$ cat src/rtl/exm_pkg.sv
`timescale 1ns / 1ps
// ----------------------------------------------------------------------------
// Exact-match table package
// Shared types, codes and defaults for the 48-bit key exact-match table.
// ----------------------------------------------------------------------------
package exm_pkg;

   localparam int KEY_WIDTH        = 48;
   localparam int PORT_VALUE_WIDTH = 32;
   localparam int DEF_ENTRIES      = 256;
   localparam int DEF_VALUE_WIDTH  = 32;

   localparam logic REQ_LOOKUP = 1'b0;
   localparam logic REQ_INSERT = 1'b1;

   typedef enum logic [1:0] {
      STATUS_NONE     = 2'd0,
      STATUS_INSERTED = 2'd1,
      STATUS_PRESENT  = 2'd2,
      STATUS_FULL     = 2'd3
   } insert_status_type;

   typedef struct packed {
      logic                        req_type;
      logic [KEY_WIDTH-1:0]        match_key;
      logic [PORT_VALUE_WIDTH-1:0] entry_value;
   } exm_request_type;

   typedef struct packed {
      logic                        hit;
      logic [PORT_VALUE_WIDTH-1:0] found_value;
      insert_status_type           insert_status;
   } exm_result_type;

   typedef enum logic [1:0] {
      ST_IDLE,
      ST_SCAN,
      ST_WAIT,
      ST_DECIDE
   } exm_state_type;

   // controller -> datapath
   typedef struct packed {
      logic load;
      logic read;
      logic finish;
   } exm_cmd_type;

   // datapath -> controller
   typedef struct packed {
      logic table_empty;
      logic scan_last;
   } exm_status_type;

endpackage

$ cat src/rtl/exm_controller.sv
`timescale 1ns / 1ps
// ----------------------------------------------------------------------------
// Exact-match table controller
// Sequences load, scan, compare drain and result/insert for each request.
// ----------------------------------------------------------------------------
module exm_controller (
   input  logic                   clock,
   input  logic                   reset,
   input  logic                   start,
   input  exm_pkg::exm_status_type status,
   output logic                   busy,
   output exm_pkg::exm_cmd_type    cmd
);
   import exm_pkg::*;

   exm_state_type state_ff, state_in;

   always_comb begin
      state_in = state_ff;
      unique case (state_ff)
         ST_IDLE: begin
            if (start) begin
               state_in = status.table_empty ? ST_DECIDE : ST_SCAN;
            end
         end
         ST_SCAN: begin
            if (status.scan_last) begin
               state_in = ST_WAIT;
            end
         end
         ST_WAIT:   state_in = ST_DECIDE;
         ST_DECIDE: state_in = ST_IDLE;
         default:   state_in = ST_IDLE;
      endcase
   end

   always_comb begin
      cmd  = '0;
      busy = 1'b1;
      unique case (state_ff)
         ST_IDLE: begin
            busy     = 1'b0;
            cmd.load = start;
         end
         ST_SCAN:   cmd.read   = 1'b1;
         ST_WAIT:   cmd        = '0;
         ST_DECIDE: cmd.finish = 1'b1;
         default:   cmd        = '0;
      endcase
   end

   always_ff @(posedge clock) begin
      if (reset) begin
         state_ff <= ST_IDLE;
      end else begin
         state_ff <= state_in;
      end
   end

endmodule

$ cat config.mk
export PLATFORM = sky130hd
export DESIGN_NAME = exm_controller
export DESIGN_NICKNAME = d
export VERILOG_FILES = /design/src/rtl/exm_pkg.sv /design/src/rtl/exm_controller.sv
export SDC_FILE = /design/constraint.sdc
export NUM_CORES = 1
export LEC_CHECK = 0
export ABC_AREA = 1
export BUFFER_PORTS_ARGS = -buffer_cell sky130_fd_sc_hd__buf_2
export CAP_MARGIN = 20
export CORE_AREA = 2 2 39 41
export CTS_CLUSTER_SIZE = 16
export DETAILED_ROUTE_END_ITERATION = 10
export DIE_AREA = 0 0 41 43
export MAX_ROUTING_LAYER = met4
export PLACE_DENSITY = 0.37
export SYNTH_ARGS = -nofsm -noshare
export SYNTH_HDL_FRONTEND = slang
export SYNTH_SLANG_ARGS = --single-unit
$ cat constraint.sdc
create_clock -name clock -period 1.4 [get_ports clock]
set_clock_uncertainty 0.15 [all_clocks]
set_input_delay 0.07 -clock clock [delete_from_list [all_inputs] [get_ports clock]]
set_output_delay 0.07 -clock clock [all_outputs]
set_load 0.01 [all_outputs]
Yosys cells after proc, flatten, opt, wreduce, memory -nomap -nowiden --
Index checks and enable logic that the tools add are counted.
Storage, ports and cells: word-level logic and storage cells 16, output and inout port bits 4, register bits after elaboration 2
Cells by class: muxes and demuxes 8, equal/unequal tests 5, reduce and logical (&&, ||, !) cells 2
Operator list (number):
- $pmux W2 S4 | 1
- $mux W2 | 3
- $eq A2 B2 Y1 const B | 2
- $mux W1 | 4
- $ne A2 B2 Y1 const B | 2
- $eq A2 B1 Y1 const B | 1
- $logic_not A2 Y1 | 1
- $reduce_and A2 Y1 | 1

Longest topological paths before layout --
word-level depth 3, gate-level depth with buffers 7

Worst setup path after synthesis --
Ideal clock, no wire load.
kind register -> register, start register state_ff[1], end register state_ff[1], path slack 0.119 ns, arrival time 1.018 ns, library setup time 0.113 ns, stages on the path, launching flop included 7, data required time 1.137 ns, cells stage by stage dfxtp_1 -> bufinv_8 -> ha_1 -> nand2_4 -> nand2_2 -> nor2_1 -> nor2_1
On the way: cells in the longest elaborated chain, start to end 3, elaborated cells on any way between the ends 8, those cells by class 5 x eq/ne; 1 x mux; 2 x reduce/logical
RTL lines:
- start, declared | line exm_controller.sv:16 | exm_state_type state_ff, state_in;
- start signal, assigned | line exm_controller.sv:56 | state_ff <= state_in;
- $eq A2 B1 Y1 or $logic_not A2 Y1 (tied branches) | line exm_controller.sv:20 | unique case (state_ff)
- $ne A2 B2 Y1 (no line)
- $reduce_and A2 Y1 (no line)
Parallel ways exist; a longest one is shown, timed or not. A chain may end at the register's enable or synchronous reset.

==> flow_summary.json <==
{
  "synth-warning-count": 0,
  "seq_area_frac_synth_pct": 18.3,
  "synthAdderAreaFrac_pct": 28.6,
  "worst_ep_required_time_ns": 1.18,
  "power.clock.fraction_pct": 19.7,
  "synthDominantAreaCellType": "ha_1",
  "p_switching_w": 0.000249,
  "ctsHtreeMaxLevel": 1,
  "criticalPathCategory": "reg -> out",
  "instance_count_of_the_mapped_netlist": 30,
  "post_detail_place_hpwl_um": 332,
  "postLayoutCoreUtil_pct": 24.1,
  "timing_worst_slew_pin_value_ns": 0.171,
  "syn-cell-area_um2": 219,
  "post_layout_net_count": 55,
  "number_of_flip_flops_in_the_largest_register": 2,
  "global_route.overflow_total": 0,
  "grt_util_all_layers_pct": 5.34,
  "min-delay-path-class": "in -> reg",
  "worst_hold_path.num_cells": 5,
  "yosys-top-cells-area": "ha_1, dfxtp_1, inv_1, nand2_1, bufinv_8",
  "clk_path_buf_depth": 2,
  "drtPass1Iterations": 2,
  "hold_path.startpoint": "status[1]",
  "finalSetupTns_ns": 0,
  "synth-simple-area-share_pct": 28.6,
  "design.die.area_um2": 1760,
  "worst_max_slew_margin_expressed_relative_to_the_limit_pct": 88.6,
  "starting_density_of_the_core_pct": 15.8,
  "synth_largest_type_area_fraction_pct": 28.6,
  "cp.arrival_ns": 1.09,
  "globalplace.congestion": 0.607,
  "cell_internal_power_dissipation_w": 0.000377,
  "finalCriticalPeriod_ns": 1.31,
  "multi_input_area_um2": 148,
  "vdd_ir_drop_max_v": 0.00101,
  "tritoncts": "built",
  "detail-route-antenna-nets": 0,
  "num_vias": 203,
  "critical-path-max-stage-delay_ns": 0.33,
  "core_area_um2": 1380,
  "number_of_global_route_vias_before_repair": 156,
  "cts_root_buf": "clkbuf_4",
  "drt_first_iter_violations": 5,
  "r2r_end": "state_ff[1]",
  "ys_ff_latch": 2,
  "post_route_cells_drive_above_1_share_pct": 44.2,
  "power_frac_seq_pct": 15.5,
  "avgSynthCellArea_um2": 7.30,
  "register_area_um2": 41.3,
  "grt_antenna_before_repair": 0,
  "cts_made_buffers": 3,
  "remaining_drc_errors": 0,
  "worstHoldEndpoint": "state_ff[1]",
  "die-width_um": 41,
  "power_per_cell_area_nw_per_um2": 1880,
  "crit_fanout": 4,
  "mostFrequentLayoutCells": "buf_2, inv_1, nand2_1, nor2_1, ha_1",
  "design.portCount": 9,
  "fp.dieH_um": 43,
  "r2r_cells": 6,
  "syn-num-nets": 40,
  "first_pass_grt_wire_length_um": 572,
  "switching_share_pct": 39.8,
  "hold_viol": 0,
  "timing.final.crit_share_pct": 93.8,
  "layout.cells.most_common": "buf_2",
  "power.static_leakage_nw": 0.202,
  "core.rowCount": 14,
  "post-place-ws_ns": 0.0553,
  "fmaxAchievable_mhz": 762,
  "reg2reg_setup_slack_ns": 0.12,
  "clk-insertion-delay-late_ns": 0.22,
  "cp_num_buf_inv": 2,
  "worst_setup_path_start_kind": "flip-flop",
  "totalWireLength_um": 402,
  "port_buffers": 8,
  "largest_registers": "state_ff x2",
  "r2r_startpoint": "state_ff[1]",
  "cp_depth": 3,
  "layout-area-overhead-vs-synth_pct": 52.0,
  "register_ranked_first_by_flip_flop_count": "state_ff",
  "n_antenna_cell": 0,
  "cp_top_family": "flip-flops",
  "dominant_combinational_cell_family_by_area_after_synthesis": "adder cells",
  "cts.reportedPaths.clkPinSlew_ns": 0.03,
  "timing_max_transition_violations_final": 0,
  "grt_max_degree": 5,
  "critical_path.cell_chain": "bufinv_8 > ha_1 > buf_2",
  "setup_ws_ns": 0.0874,
  "synth_cell_types": 12,
  "cap_violations": 0,
  "avgRoutedWirePerCell_um": 6.81,
  "detail_route.vias_per_cell": 3.44,
  "report.final.setup_viol": 0,
  "synthMuxAreaShare_pct": 0,
  "status": "finished, final reports clean",
  "worst_setup_path_end_kind": "primary output",
  "clock-sinks": 2,
  "synth-compound-area-share_pct": 4.57,
  "worst_path_max_delay_cell": "dfxtp_2",
  "postCtsSetupBuffers": 0,
  "share_comb_of_total_power_pct": 64.8,
  "rsz0062_at_grt": "no",
  "n_fill_cell": 158,
  "yosys.area_share.xor_xnor_pct": 0
}
==> logic make-up (layout without fill, tap and decap cells) <==
logic type,count (synthesis),in the layout
AOI/OAI and AO/OA,2,2
adders and majority gates,5,5
buffers and inverters,8,21
DFF,2,2
and+or+nand+nor,13,13
==> power groups by stage <==
stage	combinational, W	sequential [W]	clock, W
after CTS	0.000377	0.0000971	0.000128
after global routing	0.000468	0.000100	0.000133
final	0.000406	0.0000969	0.000123
after global placement	0.000381	0.0000946	0
after detailed placement	0.000373	0.0000956	0
after floorplan	0.000266	0.0000990	0
==> routing by layer <==
metal / track usage, % / part of all wire [%] / up-vias / wire length [um]
met5: - / 0 / - / 0
met4: 2.00 / 0 / 0 / 0
met3: 4.71 / 7.5 / 0 / 30
met2: 5.63 / 37 / 7 / 147
met1: 7.03 / 55 / 82 / 223
li1: - / - / 114 / -
==> cell type report <==
| class | instances | share of cell area (%) |
|---|---|---|
| Multi-Input combinational cell | 20 | 44.4 |
| Timing Repair Buffer | 10 | 17.3 |
| Inverter | 8 | 13.2 |
| Sequential cell | 2 | 12.4 |
| Clock buffer | 3 | 6.77 |
| Tap cell | 16 | 6.02 |
==> cell usage after synthesis <==
| cell | instances |
|---|---|
| dfxtp_1 | 2 |
| nand3_1 | 1 |
| a21oi_1 | 1 |
| inv_1 | 6 |
| ha_1 | 5 |
| nand2_4 | 1 |
| nand2_2 | 2 |
| inv_2 | 1 |
| o21ai_0 | 1 |
| nand2_1 | 5 |
| nor2_1 | 4 |
| bufinv_8 | 1 |
==> through the flow <==
stage          area [um2]  power, W  instances  hold slack [ns]
6_report              333  0.000626         59           0.0551
4_1_cts               320  0.000602         59           0.0626
3_5_place_dp          287  0.000469         55            0.168
5_1_grt               333  0.000702         59            0.108
3_3_place_gp          287  0.000475         55            0.170
2_1_floorplan         219  0.000365         30           0.0610
==> worst register-to-register path: cells and delay by family (launching register included) <==
kind / cells / cell delay [ns]
buffers and inverters: 1 / 0.18
and+or+nand+nor: 4 / 0.30
adders and majority gates: 1 / 0.21
DFF: 1 / 0.33
==> worst max-delay path by stage <==
stage	endpoint	start
finish	cmd[1]	state_ff[1]
global route	cmd[2]	state_ff[1]
CTS	cmd[2]	state_ff[1]
detailed placement	state_ff[1]	state_ff[1]
global placement	state_ff[1]	state_ff[1]
floorplan	state_ff[1]	state_ff[1]
==> timing repair <==
item / in CTS / in global routing
hold buffers: 1 / 0
endpoints found under the hold margin: 2 / 0
endpoints found under the setup margin: 1 / 2
gates resized for setup: 1 / 3
pin swaps: 0 / 0
Note: power is estimated with default switching activity, not from simulation.
